==> config.mk <==
export PLATFORM = sky130hd
export DESIGN_NAME = range_coder_encoder_flat
export DESIGN_NICKNAME = d
export VERILOG_FILES = /design/src/rtl/core/rce_pkg.sv /design/src/rtl/core/rce_if.sv /design/src/rtl/core/rce_datapath.sv /design/src/rtl/core/rce_controller.sv /design/src/rtl/core/range_coder_encoder.sv /design/src/flat_wrapper.sv
export VERILOG_INCLUDE_DIRS = /design/src /design/src/rtl/core
export SDC_FILE = /design/constraint.sdc
export NUM_CORES = 2
export LEC_CHECK = 0
export ABC_AREA = 1
export BUFFER_PORTS_ARGS = -buffer_cell sky130_fd_sc_hd__buf_2
export CORE_ASPECT_RATIO = 2
export CORE_MARGIN = 4
export CORE_UTILIZATION = 50
export CTS_BUF_LIST = sky130_fd_sc_hd__clkbuf_8
export DETAILED_ROUTE_END_ITERATION = 16
export GPL_TIMING_DRIVEN = 0
export HOLD_SLACK_MARGIN = 0.03
export PLACE_DENSITY_LB_ADDON = 0.3
export SLEW_MARGIN = 25
export SYNTH_ARGS = -nofsm -noshare
export SYNTH_HDL_FRONTEND = slang
export SYNTH_SLANG_ARGS = --single-unit
export TNS_END_PERCENT = 30
==> constraint.sdc <==
create_clock -name clk -period 6.4 [get_ports clk]
set_clock_uncertainty 0.1 [all_clocks]
set_input_delay 0.32 -clock clk [delete_from_list [all_inputs] [get_ports clk]]
set_output_delay 0.32 -clock clk [all_outputs]
set_load 0.02 [all_outputs]
==> src/rtl/core/assert_macros.svh <==
// Assertion helpers shared by the encoder RTL.
`ifndef ASSERT_MACROS_SVH
`define ASSERT_MACROS_SVH

// A condition that must hold at every clock edge outside reset.
`define RCE_ASSERT_ALWAYS(lbl, clk, rst, cond, msg) \
  lbl: assert property (@(posedge clk) disable iff (rst) (cond)) else $error(msg);

// A cause that must be followed by an effect in the next cycle.
`define RCE_ASSERT_NEXT(lbl, clk, rst, cause, effect, msg) \
  lbl: assert property (@(posedge clk) disable iff (rst) (cause) |=> (effect)) \
    else $error(msg);

`endif

==> src/rtl/core/rce_pkg.sv <==
package rce_pkg;

  localparam int MAX_PENDING    = 16;
  localparam int BIT_PROB_SHIFT = 13;
  localparam int SYM_PROB_SHIFT = 15;
  localparam int RUN_BOUND      = (MAX_PENDING > 31) ? 31 : MAX_PENDING;
  localparam int MAX_OUT        = 24;
  localparam int MUL_A_W        = 19;
  localparam int PROD_W         = MUL_A_W + 32;

  localparam logic [31:0] MIN_LEN      = 32'h0100_0000;
  localparam logic [31:0] FLUSH_LIMIT  = 32'h0200_0000;
  localparam logic [12:0] PROB_MAX     = 13'((1 << BIT_PROB_SHIFT) - 1);
  localparam logic [15:0] SYM_FULL     = 16'(1 << SYM_PROB_SHIFT);
  localparam logic [7:0]  BYTE_FF      = 8'hFF;
  localparam logic [7:0]  BYTE_00      = 8'h00;

  typedef enum logic [1:0] {
    CMD_BIT   = 2'd0,
    CMD_SYM   = 2'd1,
    CMD_RAW   = 2'd2,
    CMD_FLUSH = 2'd3
  } cmd_t;

  typedef enum logic [3:0] {
    OP_NONE,
    OP_LOAD,
    OP_MUL_LO,
    OP_MUL_HI,
    OP_RAW_SHIFT,
    OP_APPLY,
    OP_CARRY,
    OP_RN_INIT,
    OP_RENORM,
    OP_REL_HEAD,
    OP_REL_TAIL,
    OP_REL_DONE,
    OP_RAW_SPLIT,
    OP_FINISH,
    OP_DRAIN
  } op_t;

  typedef struct packed {
    op_t op;
  } dp_ctl_t;

  typedef struct packed {
    cmd_t cmd;
    logic raw_zero;
    logic raw_split;
    logic carry;
    logic held_valid;
    logic pend_zero;
    logic pend_one;
    logic len_small;
    logic n_done;
    logic push_release;
    logic out_free;
    logic drain_last;
    logic wcount_zero;
  } dp_stat_t;

endpackage

==> src/rtl/core/rce_if.sv <==
interface rce_in_if;
  import rce_pkg::*;
  logic        valid;
  logic        ready;
  logic [1:0]  command;
  logic        bit_value;
  logic [12:0] prob_zero;
  logic [14:0] cum_low;
  logic [15:0] cum_high;
  logic        is_last_symbol;
  logic [5:0]  raw_count;
  logic [31:0] raw_value;

  modport source (output valid, command, bit_value, prob_zero, cum_low, cum_high,
                  is_last_symbol, raw_count, raw_value, input ready);
  modport sink (input valid, command, bit_value, prob_zero, cum_low, cum_high,
                is_last_symbol, raw_count, raw_value, output ready);
endinterface

interface rce_out_if;
  logic       valid;
  logic       ready;
  logic [7:0] out_byte;
  logic       last_of_run;
  logic       stream_end;
  logic       run_overflow;

  modport source (output valid, out_byte, last_of_run, stream_end, run_overflow,
                  input ready);
  modport sink (input valid, out_byte, last_of_run, stream_end, run_overflow,
                output ready);
endinterface

==> src/rtl/core/rce_datapath.sv <==
module rce_datapath (
  input  logic              clk,
  input  logic              rst,
  input  rce_pkg::dp_ctl_t  ctl,
  output rce_pkg::dp_stat_t stat,
  input  logic [1:0]        command,
  input  logic              bit_value,
  input  logic [12:0]       prob_zero,
  input  logic [14:0]       cum_low,
  input  logic [15:0]       cum_high,
  input  logic              is_last_symbol,
  input  logic [5:0]        raw_count,
  input  logic [31:0]       raw_value,
  output logic              out_valid,
  input  logic              out_ready,
  output logic [7:0]        out_byte,
  output logic              last_of_run,
  output logic              stream_end,
  output logic              run_overflow
);
  import rce_pkg::*;

  logic [31:0] base, len, x, y;
  logic [7:0]  held, nb, tb;
  logic        held_valid, ovf, carry;
  logic [4:0]  pend;
  logic [2:0]  n;
  cmd_t        cmd_q;
  logic        bit_q, last_q;
  logic [12:0] p_q;
  logic [14:0] lo_q;
  logic [15:0] hi_q;
  logic [5:0]  cnt_q;
  logic [31:0] val_q;
  logic [7:0]  obuf [MAX_OUT];
  logic [4:0]  wcount, ridx;
  logic        out_ovf, flushed;

  // Load-time clamping of the input fields.
  logic [12:0] p_c;
  logic [14:0] lo_c;
  logic [15:0] hi_t, hi_c;
  logic [5:0]  cnt_c;
  logic [31:0] val_c;

  always_comb begin
    p_c = (prob_zero == 13'd0) ? 13'd1 : prob_zero;
    if (p_c > PROB_MAX) p_c = PROB_MAX;
    lo_c = (16'(cum_low) > SYM_FULL - 16'd1) ? 15'(SYM_FULL - 16'd1) : cum_low;
    hi_t = (cum_high > SYM_FULL) ? SYM_FULL : cum_high;
    hi_c = (hi_t <= 16'(lo_c)) ? 16'(lo_c) + 16'd1 : hi_t;
    cnt_c = (raw_count > 6'd32) ? 6'd32 : raw_count;
    val_c = (cnt_c < 6'd32) ? (raw_value & ~({32{1'b1}} << cnt_c[4:0])) : raw_value;
  end

  // Shared multiplier, one product per cycle into x or y.
  logic [MUL_A_W-1:0] mul_a;
  logic [31:0]        mul_b;
  logic [PROD_W-1:0]  prod;
  logic               raw_split;

  assign raw_split = (cnt_q > 6'd19);

  always_comb begin
    case (cmd_q)
      CMD_BIT: begin
        mul_a = MUL_A_W'(p_q);
        mul_b = len >> BIT_PROB_SHIFT;
      end
      CMD_SYM: begin
        mul_a = (ctl.op == OP_MUL_HI) ? MUL_A_W'(hi_q) : MUL_A_W'(lo_q);
        mul_b = len >> SYM_PROB_SHIFT;
      end
      default: begin
        mul_a = raw_split ? MUL_A_W'(val_q[15:0]) : val_q[MUL_A_W-1:0];
        mul_b = len;
      end
    endcase
    prod = PROD_W'(mul_a) * PROD_W'(mul_b);
  end

  logic [31:0] addend, len_apply;
  logic        do_add;
  logic [32:0] sum;
  logic        flush_big;

  always_comb begin
    flush_big = (len > FLUSH_LIMIT);
    do_add    = 1'b1;
    addend    = x;
    len_apply = len;
    case (cmd_q)
      CMD_BIT: begin
        do_add    = bit_q;
        len_apply = bit_q ? len - x : x;
      end
      CMD_SYM:   len_apply = last_q ? len - x : y - x;
      CMD_RAW:   len_apply = len;
      default: begin
        addend    = flush_big ? MIN_LEN : (MIN_LEN >> 1);
        len_apply = flush_big ? (MIN_LEN >> 1) : (MIN_LEN >> 9);
      end
    endcase
    sum = {1'b0, base} + {1'b0, addend};
  end

  logic [7:0] top_byte;
  logic       wfull, emit_en;
  logic [7:0] emit_byte;

  assign top_byte  = base[31:24];
  assign wfull     = (wcount == 5'(MAX_OUT));
  assign emit_en   = (ctl.op == OP_REL_HEAD) || (ctl.op == OP_REL_TAIL);
  assign emit_byte = (ctl.op == OP_REL_HEAD) ? held : tb;

  always_comb begin
    stat.cmd          = cmd_q;
    stat.raw_zero     = (cnt_q == 6'd0);
    stat.raw_split    = raw_split;
    stat.carry        = carry;
    stat.held_valid   = held_valid;
    stat.pend_zero    = (pend == 5'd0);
    stat.pend_one     = (pend == 5'd1);
    stat.len_small    = (len < MIN_LEN);
    stat.n_done       = (n == 3'd4);
    stat.push_release = held_valid && ((top_byte != BYTE_FF) || (pend == 5'(RUN_BOUND)));
    stat.out_free     = !out_valid || out_ready;
    stat.drain_last   = (ridx == wcount - 5'd1);
    stat.wcount_zero  = (wcount == 5'd0);
  end

  always_ff @(posedge clk) begin
    if (rst) begin
      base       <= '0;
      len        <= 32'hFFFF_FFFF;
      held       <= '0;
      held_valid <= 1'b0;
      pend       <= '0;
      ovf        <= 1'b0;
      wcount     <= '0;
      out_valid  <= 1'b0;
    end else begin
      if (out_ready && (ctl.op != OP_DRAIN)) out_valid <= 1'b0;
      if (emit_en) begin
        if (wfull) begin
          ovf <= 1'b1;
        end else begin
          obuf[wcount[4:0]] <= emit_byte;
          wcount            <= wcount + 5'd1;
        end
      end
      case (ctl.op)
        OP_LOAD: begin
          cmd_q  <= cmd_t'(command);
          bit_q  <= bit_value;
          p_q    <= p_c;
          lo_q   <= lo_c;
          hi_q   <= hi_c;
          last_q <= is_last_symbol;
          cnt_q  <= cnt_c;
          val_q  <= val_c;
          wcount <= '0;
        end
        OP_MUL_LO:    x <= prod[31:0];
        OP_MUL_HI:    y <= prod[31:0];
        OP_RAW_SHIFT: len <= len >> (raw_split ? 5'd16 : cnt_q[4:0]);
        OP_APPLY: begin
          if (do_add) base <= sum[31:0];
          carry <= do_add & sum[32];
          len   <= len_apply;
        end
        OP_CARRY: begin
          if (!held_valid) begin
            ovf <= 1'b1;
          end else begin
            if (held == BYTE_FF) ovf <= 1'b1;
            held <= held + 8'd1;
            if (pend != 5'd0) pend <= pend - 5'd1;
            nb <= BYTE_00;
            tb <= BYTE_00;
          end
        end
        OP_RN_INIT: n <= '0;
        OP_RENORM: begin
          base <= base << 8;
          len  <= len << 8;
          n    <= n + 3'd1;
          nb   <= top_byte;
          tb   <= BYTE_FF;
          if (!held_valid) begin
            held       <= top_byte;
            held_valid <= 1'b1;
          end else if (top_byte == BYTE_FF) begin
            if (pend < 5'(RUN_BOUND)) pend <= pend + 5'd1;
            else ovf <= 1'b1;
          end
        end
        OP_REL_TAIL: pend <= pend - 5'd1;
        OP_REL_DONE: held <= nb;
        OP_RAW_SPLIT: begin
          val_q <= val_q >> 16;
          cnt_q <= cnt_q - 6'd16;
        end
        OP_FINISH: begin
          ridx    <= '0;
          out_ovf <= ovf;
          flushed <= (cmd_q == CMD_FLUSH);
          if (cmd_q == CMD_FLUSH) begin
            base       <= '0;
            len        <= 32'hFFFF_FFFF;
            held       <= '0;
            held_valid <= 1'b0;
            pend       <= '0;
            ovf        <= 1'b0;
          end
        end
        OP_DRAIN: begin
          out_valid    <= 1'b1;
          out_byte     <= obuf[ridx];
          last_of_run  <= stat.drain_last;
          stream_end   <= stat.drain_last & flushed;
          run_overflow <= out_ovf;
          ridx         <= ridx + 5'd1;
        end
        default: ;
      endcase
    end
  end

`include "assert_macros.svh"

  `RCE_ASSERT_ALWAYS(a_pend_bound, clk, rst, pend <= 5'(RUN_BOUND), "pending run past bound")
  `RCE_ASSERT_ALWAYS(a_wcount_bound, clk, rst, wcount <= 5'(MAX_OUT), "result buffer overrun")
  `RCE_ASSERT_NEXT(a_drain_shows, clk, rst, ctl.op == OP_DRAIN, out_valid,
                   "drained byte not presented")

endmodule

==> src/rtl/core/rce_controller.sv <==
module rce_controller (
  input  logic              clk,
  input  logic              rst,
  input  logic              accept,
  input  logic [1:0]        command,
  input  rce_pkg::dp_stat_t stat,
  output rce_pkg::dp_ctl_t  ctl,
  output logic              idle
);
  import rce_pkg::*;

  typedef enum logic [3:0] {
    S_IDLE, S_MUL_LO, S_MUL_HI, S_RAW_SHIFT, S_APPLY, S_CARRY, S_RN_ENTRY,
    S_RENORM, S_RN_CHK, S_POST, S_REL_HEAD, S_REL_TAIL, S_REL_FIN, S_FINISH, S_DRAIN
  } state_t;

  typedef enum logic [1:0] {
    RET_RN_ENTRY, RET_RN_CHK, RET_FINISH
  } ret_t;

  state_t state, state_next;
  ret_t   ret, ret_next;
  op_t    op;

  always_comb begin
    state_next = state;
    ret_next   = ret;
    op         = OP_NONE;
    case (state)
      S_IDLE: if (accept) begin
        op = OP_LOAD;
        case (cmd_t'(command))
          CMD_BIT, CMD_SYM: state_next = S_MUL_LO;
          CMD_RAW:          state_next = S_RAW_SHIFT;
          default:          state_next = S_APPLY;
        endcase
      end
      S_RAW_SHIFT: begin
        if (stat.raw_zero) begin
          state_next = S_FINISH;
        end else begin
          op         = OP_RAW_SHIFT;
          state_next = S_MUL_LO;
        end
      end
      S_MUL_LO: begin
        op         = OP_MUL_LO;
        state_next = (stat.cmd == CMD_SYM) ? S_MUL_HI : S_APPLY;
      end
      S_MUL_HI: begin
        op         = OP_MUL_HI;
        state_next = S_APPLY;
      end
      S_APPLY: begin
        op         = OP_APPLY;
        state_next = S_CARRY;
      end
      S_CARRY: begin
        state_next = S_RN_ENTRY;
        if (stat.carry) begin
          op = OP_CARRY;
          if (stat.held_valid && !stat.pend_zero) begin
            ret_next   = RET_RN_ENTRY;
            state_next = S_REL_HEAD;
          end
        end
      end
      S_RN_ENTRY: begin
        op         = OP_RN_INIT;
        state_next = (stat.cmd == CMD_FLUSH || stat.len_small) ? S_RENORM : S_POST;
      end
      S_RENORM: begin
        op         = OP_RENORM;
        state_next = S_RN_CHK;
        if (stat.push_release) begin
          ret_next   = RET_RN_CHK;
          state_next = S_REL_HEAD;
        end
      end
      S_RN_CHK:
        state_next = (stat.len_small && !stat.n_done) ? S_RENORM : S_POST;
      S_POST: begin
        state_next = S_FINISH;
        if (stat.cmd == CMD_RAW && stat.raw_split) begin
          op         = OP_RAW_SPLIT;
          state_next = S_RAW_SHIFT;
        end else if (stat.cmd == CMD_FLUSH && stat.held_valid) begin
          ret_next   = RET_FINISH;
          state_next = S_REL_HEAD;
        end
      end
      S_REL_HEAD: begin
        op         = OP_REL_HEAD;
        state_next = stat.pend_zero ? S_REL_FIN : S_REL_TAIL;
      end
      S_REL_TAIL: begin
        op         = OP_REL_TAIL;
        state_next = stat.pend_one ? S_REL_FIN : S_REL_TAIL;
      end
      S_REL_FIN: begin
        op = OP_REL_DONE;
        case (ret)
          RET_RN_ENTRY: state_next = S_RN_ENTRY;
          RET_RN_CHK:   state_next = S_RN_CHK;
          default:      state_next = S_FINISH;
        endcase
      end
      S_FINISH: begin
        op         = OP_FINISH;
        state_next = stat.wcount_zero ? S_IDLE : S_DRAIN;
      end
      S_DRAIN: if (stat.out_free) begin
        op = OP_DRAIN;
        if (stat.drain_last) state_next = S_IDLE;
      end
      default: state_next = S_IDLE;
    endcase
  end

  always_ff @(posedge clk) begin
    if (rst) begin
      state <= S_IDLE;
      ret   <= RET_RN_ENTRY;
    end else begin
      state <= state_next;
      ret   <= ret_next;
    end
  end

  assign ctl.op = op;
  assign idle   = (state == S_IDLE);

`include "assert_macros.svh"

  `RCE_ASSERT_NEXT(a_accept_leaves_idle, clk, rst, accept, state != S_IDLE,
                   "accepted command did not start")
  `RCE_ASSERT_ALWAYS(a_accept_only_idle, clk, rst, !accept || state == S_IDLE,
                     "command accepted while busy")

endmodule

==> src/rtl/core/range_coder_encoder.sv <==
// Channel   Modport  Transaction
// request   sink     one command: code bit, code symbol, raw bits or flush
// result    source   one settled byte of the coded stream
//
// From acceptance back to idle a command passes through the single shared
// multiplier (once for a code bit or a raw write of up to 19 bits, twice for a
// code symbol, not for a flush; a split raw write repeats its pass, a raw count
// of zero skips it), then the byte-serial renormalization loop (up to four steps
// per coding step), the release of held bytes and pending runs, and the drain
// of each result.
// Reset (rst, synchronous) restores the empty interval and an empty carry run.
// A stalled result channel holds the drain; a new command is taken once the
// last byte of the previous one sits in the output register.
module range_coder_encoder (
  input logic     clk,
  input logic     rst,
  rce_in_if.sink  request,
  rce_out_if.source result
);
  import rce_pkg::*;

  dp_ctl_t  ctl;
  dp_stat_t stat;
  logic     idle;
  logic     accept;

  // The controller sequences every command; the datapath owns the interval,
  // the carry run and the buffer that collects the bytes of one command, so
  // the sticky overflow flag can be stamped on them as it stands at the end.
  assign request.ready = idle;
  assign accept        = request.valid && idle;

  rce_controller u_ctl (
    .clk     (clk),
    .rst     (rst),
    .accept  (accept),
    .command (request.command),
    .stat    (stat),
    .ctl     (ctl),
    .idle    (idle)
  );

  rce_datapath u_dp (
    .clk            (clk),
    .rst            (rst),
    .ctl            (ctl),
    .stat           (stat),
    .command        (request.command),
    .bit_value      (request.bit_value),
    .prob_zero      (request.prob_zero),
    .cum_low        (request.cum_low),
    .cum_high       (request.cum_high),
    .is_last_symbol (request.is_last_symbol),
    .raw_count      (request.raw_count),
    .raw_value      (request.raw_value),
    .out_valid      (result.valid),
    .out_ready      (result.ready),
    .out_byte       (result.out_byte),
    .last_of_run    (result.last_of_run),
    .stream_end     (result.stream_end),
    .run_overflow   (result.run_overflow)
  );

endmodule
==> src/flat_wrapper.sv <==
// flat-port wrapper written by rule: the top's interface ports become plain ports
module range_coder_encoder_flat import rce_pkg::*;
  (clk, rst, request_valid, request_command, request_bit_value, request_prob_zero, request_cum_low, request_cum_high, request_is_last_symbol, request_raw_count, request_raw_value, request_ready, result_valid, result_out_byte, result_last_of_run, result_stream_end, result_run_overflow, result_ready);
  rce_in_if request_i ();
  rce_out_if result_i ();
  input logic clk;
  input logic rst;
  input wire logic [$bits(request_i.valid)-1:0] request_valid;
  input wire logic [$bits(request_i.command)-1:0] request_command;
  input wire logic [$bits(request_i.bit_value)-1:0] request_bit_value;
  input wire logic [$bits(request_i.prob_zero)-1:0] request_prob_zero;
  input wire logic [$bits(request_i.cum_low)-1:0] request_cum_low;
  input wire logic [$bits(request_i.cum_high)-1:0] request_cum_high;
  input wire logic [$bits(request_i.is_last_symbol)-1:0] request_is_last_symbol;
  input wire logic [$bits(request_i.raw_count)-1:0] request_raw_count;
  input wire logic [$bits(request_i.raw_value)-1:0] request_raw_value;
  output wire logic [$bits(request_i.ready)-1:0] request_ready;
  output wire logic [$bits(result_i.valid)-1:0] result_valid;
  output wire logic [$bits(result_i.out_byte)-1:0] result_out_byte;
  output wire logic [$bits(result_i.last_of_run)-1:0] result_last_of_run;
  output wire logic [$bits(result_i.stream_end)-1:0] result_stream_end;
  output wire logic [$bits(result_i.run_overflow)-1:0] result_run_overflow;
  input wire logic [$bits(result_i.ready)-1:0] result_ready;
  assign request_i.valid = request_valid;
  assign request_i.command = request_command;
  assign request_i.bit_value = request_bit_value;
  assign request_i.prob_zero = request_prob_zero;
  assign request_i.cum_low = request_cum_low;
  assign request_i.cum_high = request_cum_high;
  assign request_i.is_last_symbol = request_is_last_symbol;
  assign request_i.raw_count = request_raw_count;
  assign request_i.raw_value = request_raw_value;
  assign request_ready = request_i.ready;
  assign result_valid = result_i.valid;
  assign result_out_byte = result_i.out_byte;
  assign result_last_of_run = result_i.last_of_run;
  assign result_stream_end = result_i.stream_end;
  assign result_run_overflow = result_i.run_overflow;
  assign result_i.ready = result_ready;
  range_coder_encoder u_core (.clk(clk), .rst(rst), .request(request_i), .result(result_i));
endmodule
==> metrics.md <==
| Metric | Value |
|---|---|
| CTS Sinks | `464` |
| R2r worst-path depth | `31` |
| Via count | `40,800` |
| Met3 WL post-DR | `11,200 um` |
| Core Area | `82,600 um^2` |
| Worst slack at placement | `-2600 ps` |
| Fmax | `139 MHz` |
| Worst min path class | `input port to register` |
| Num CTS Buffers | `70` |
| Cell variety after synth | `61` |
| Nets | `6,348` |
| Ports | `between 100 and 150` |
| CTS tree | `done` |
| Placed Cells | `6,431` |
| GPL Wtd Cong | `1.07` |
| Outcome | `finished with violations` |
| Crit path largest cell delay | `around 520 ps` |
| Layout cells sized above 1 | `14.8%` |
| Die W | `around 210 um` |
| Non-Filler Instances | `6,831` |
| DR WL/cell | `~28 um` |
| Metal-1 WL | `around 51,000 um` |
| Storage cell area | `roughly 13,000 um^2` |
| Number of synthesized register bits | `roughly 460` |
| Post-synth EDFFs | `373` |
| Post-synth net total | `5,896` |
| Overall routing resource usage | `42.2%` |
| Gate Count Post-Synth | `5,259` |
| Hold Fails Final Rpt | `0` |
| First DRT Iteration DRCs | `approximately 3,600` |
| CTS Root Cell | `clkbuf_8` |
| CP max FO | `8` |
| Placement Cell Area | `roughly 44,000 um^2` |
| Met2 wire len | `95,800 um` |
| Initial Util | `50.6%` |
| Hold Path Stages | `5` |
| Initial antenna violation count | `6` |
| Clk_lat worst skew | `780 ps` |
| Tcrit/Tclk final | `112%` |
| Max Cap Viol | `0` |
| Worst setup EP type | `register` |
| Synthesized area per cell | `7.94 um^2` |
| Post-route minimum period | `slightly above 7000 ps` |
| Worst R2R Setup Slack | `-770 ps` |
| Vias per cell | `5.98` |
| CP startpoint kind | `register` |
| CTS Buffer Depth | `3` |
| Setup WS post-layout | `-773 ps` |
| Die Y | `around 420 um` |
| Fill cells | `7,267` |
| Crit Path Category | `register to register` |
| DPL Wire Length | `148,000 um` |
| Final WL | `188,000 um` |
| Die ar. | `between 80,000 and 90,000 um^2` |
| Synth warn | `0` |
| Sequential-to-total area share from yosys stat | `between 30 and 40%` |
| Critical Path RT | `6800 ps` |
| Worst path slowest cell | `fa_1` |
| Post-synthesis cell area | `41,800 um^2` |
| Rel. slew slack | `20.9%` |
| Finish-stage setup viols | `38` |
| Fin util | `60.8%` |
| CP most frequent cell | `fa_1` |
| First-pass GRT wire length | `about 270,000 um` |
| Final Cell Area | `50,200 um^2` |
| Final ANT Viol Nets | `0` |
| Clk pin slew, worst setup/hold paths | `around 70 ps` |
| H-tree depth | `3` |
| Top_reg_cell synth | `edfxtp_1` |
| Worst r2r dst | `u_core.u_dp.x[31]` |
| Area Overhead vs Synth | `20.2%` |
| Async S/R FF share, synth | `0%` |
| Largest net degree at the start of global routing | `30` |
| Worst EP arrival | `7570 ps` |
| Top Metal Used | `met5` |
| WHS Endpoint | `u_core.u_dp.val_q[8]` |
| Buffers on Ports | `102` |
| Multi-input gate area | `approximately 26,000 um^2` |
| Vias in the first global route | `42,800` |
| TritonRoute pass-1 iters | `8` |
| GRT overflow | `0` |
| DRC Markers | `0` |
| Worst-margin pin slew | `1190 ps` |
| Core Rows | `149` |
| Failing checks | `setup timing` |
| Unrepaired setup endpoints after global routing | `yes` |
| Max-slew violations | `0` |
| Reg-to-Reg Start | `u_core.u_dp.cmd_q[1]` |
| Hold path startpoint | `request_raw_count[2]` |
critical path, delay by kind of cell, from the launching register on:
family                   cells  cell delay, ps
AND/OR/NAND/NOR              6             900
flip-flops                   1             390
adder cells (fa/ha/maj)      7            3120
buffers and inverters       12            1230
AO/OA/AOI/OAI                6            1110
layer usage:
| metal | vias to the layer above | global-route usage (%) |
|---|---|---|
| li1 | 18000 | - |
| met1 | 19300 | 33.9 |
| met2 | 2323 | 75.3 |
| met3 | 1200 | 8.26 |
| met4 | 2 | 51.2 |
| met5 | - | 0 |
per-stage QoR:
step           TNS, ps  hold WS, ps
6_report        -16390          138
5_1_grt         -23080          185
4_1_cts         -13790          103
3_5_place_dp    -77930          318
3_3_place_gp    -75600          307
2_1_floorplan     -116          300
repair_timing:
item                                    4_1_cts  5_1_grt
pin swaps                                   105      115
hold buffers                                100        0
gates resized for setup                     358      226
endpoints found under the setup margin       50       46
hold endpoints to repair                     94        0
cloned                                        5        3
setup buffers                               104       61
registers in the layout, indices dropped and copies added, names as in the netlist, 13 cells and up, named ones only:
name and flops:
u_core.u_dp.p_q 13, u_core.u_dp.x 32, u_core.u_dp.hi_q 16, u_core.u_dp.obuf 192
u_core.u_dp.val_q 32, u_core.u_dp.len 30, u_core.u_dp.y 32, u_core.u_dp.lo_q 15
u_core.u_dp.base 32
logic make-up after synthesis:
kind of cell	share of synthesized area, %
simple gates	21.4
buf+inv	10.1
compound gates	12.2
fa+ha+maj	22.6
flops	31.2
xor+xnor	1.68
mux	0.719
synthesized netlist by cell type (11+ instances only):
cell / instances / area (um^2)
clkinv_1: 11 / 41.3
xnor2_1: 35 / 307
nand3b_1: 18 / 135
ha_1: 200 / 2500
a21oi_1: 282 / 1410
o211ai_1: 42 / 315
fa_1: 347 / 6950
a31oi_1: 15 / 93.8
inv_1: 885 / 3320
o21a_1: 19 / 143
nor2_1: 631 / 2370
a211oi_1: 16 / 120
o221ai_1: 35 / 307
nor4_1: 22 / 138
nor3_1: 35 / 175
xor2_1: 45 / 394
clkbuf_1: 138 / 518
dfxtp_1: 91 / 1820
o22ai_1: 16 / 100
or2_2: 32 / 200
a22oi_1: 15 / 113
nand4_1: 47 / 294
buf_2: 29 / 145
mux2i_1: 30 / 300
o21bai_1: 17 / 128
edfxtp_1: 373 / 11200
nand3_1: 269 / 1350
a221oi_1: 11 / 96.3
buf_1: 19 / 71.3
inv_2: 16 / 60.1
nand2_1: 1076 / 4040
o32ai_1: 25 / 219
a21o_1: 11 / 82.6
o21ai_0: 322 / 1610
layout by cell type, fill, tap and decap left out, types with 34 or more instances in the layout:
cell	count
ha_1	175
dlygate4sd3_1	100
fa_1	303
a21oi_1	254
inv_2	44
edfxtp_1	373
clkbuf_8	84
nand3_1	258
fa_2	44
o211ai_1	42
o221ai_1	34
xor2_1	41
nand2_1	1037
buf_2	125
buf_4	142
clkbuf_1	95
inv_1	852
o21ai_0	303
xnor2_1	34
dfxtp_1	81
nor2_1	584
nand4_1	47
worst max path at each step:
stage                                startpoint           endpoint  slack (ps)  cells past startpoint
after floorplan           u_core.u_ctl.state[1]  u_core.u_dp.x[31]         -60                     32
after global placement     u_core.u_dp.cmd_q[1]  u_core.u_dp.x[31]       -2570                     29
after detailed placement   u_core.u_dp.cmd_q[1]  u_core.u_dp.y[31]       -2600                     29
after CTS                  u_core.u_dp.cmd_q[1]  u_core.u_dp.x[31]        -590                     32
after global routing       u_core.u_dp.cmd_q[1]  u_core.u_dp.x[31]        -860                     32
final                      u_core.u_dp.cmd_q[1]  u_core.u_dp.x[31]        -770                     31
area by class of cell:
cell class              instances  area share, %
diodes                          7         0.0349
plain buffers                 191           2.70
clock buffers                  78           2.14
clock inverters                50          0.865
inverters                     912           7.07
multi-input cells            3688           51.9
flip-flops and latches        464           26.0
well taps                    1057           2.63
repair buffers                384           6.71
Power is not shown: default switching activity piles up to over one toggle a cycle in this logic, so the estimate is an artifact.
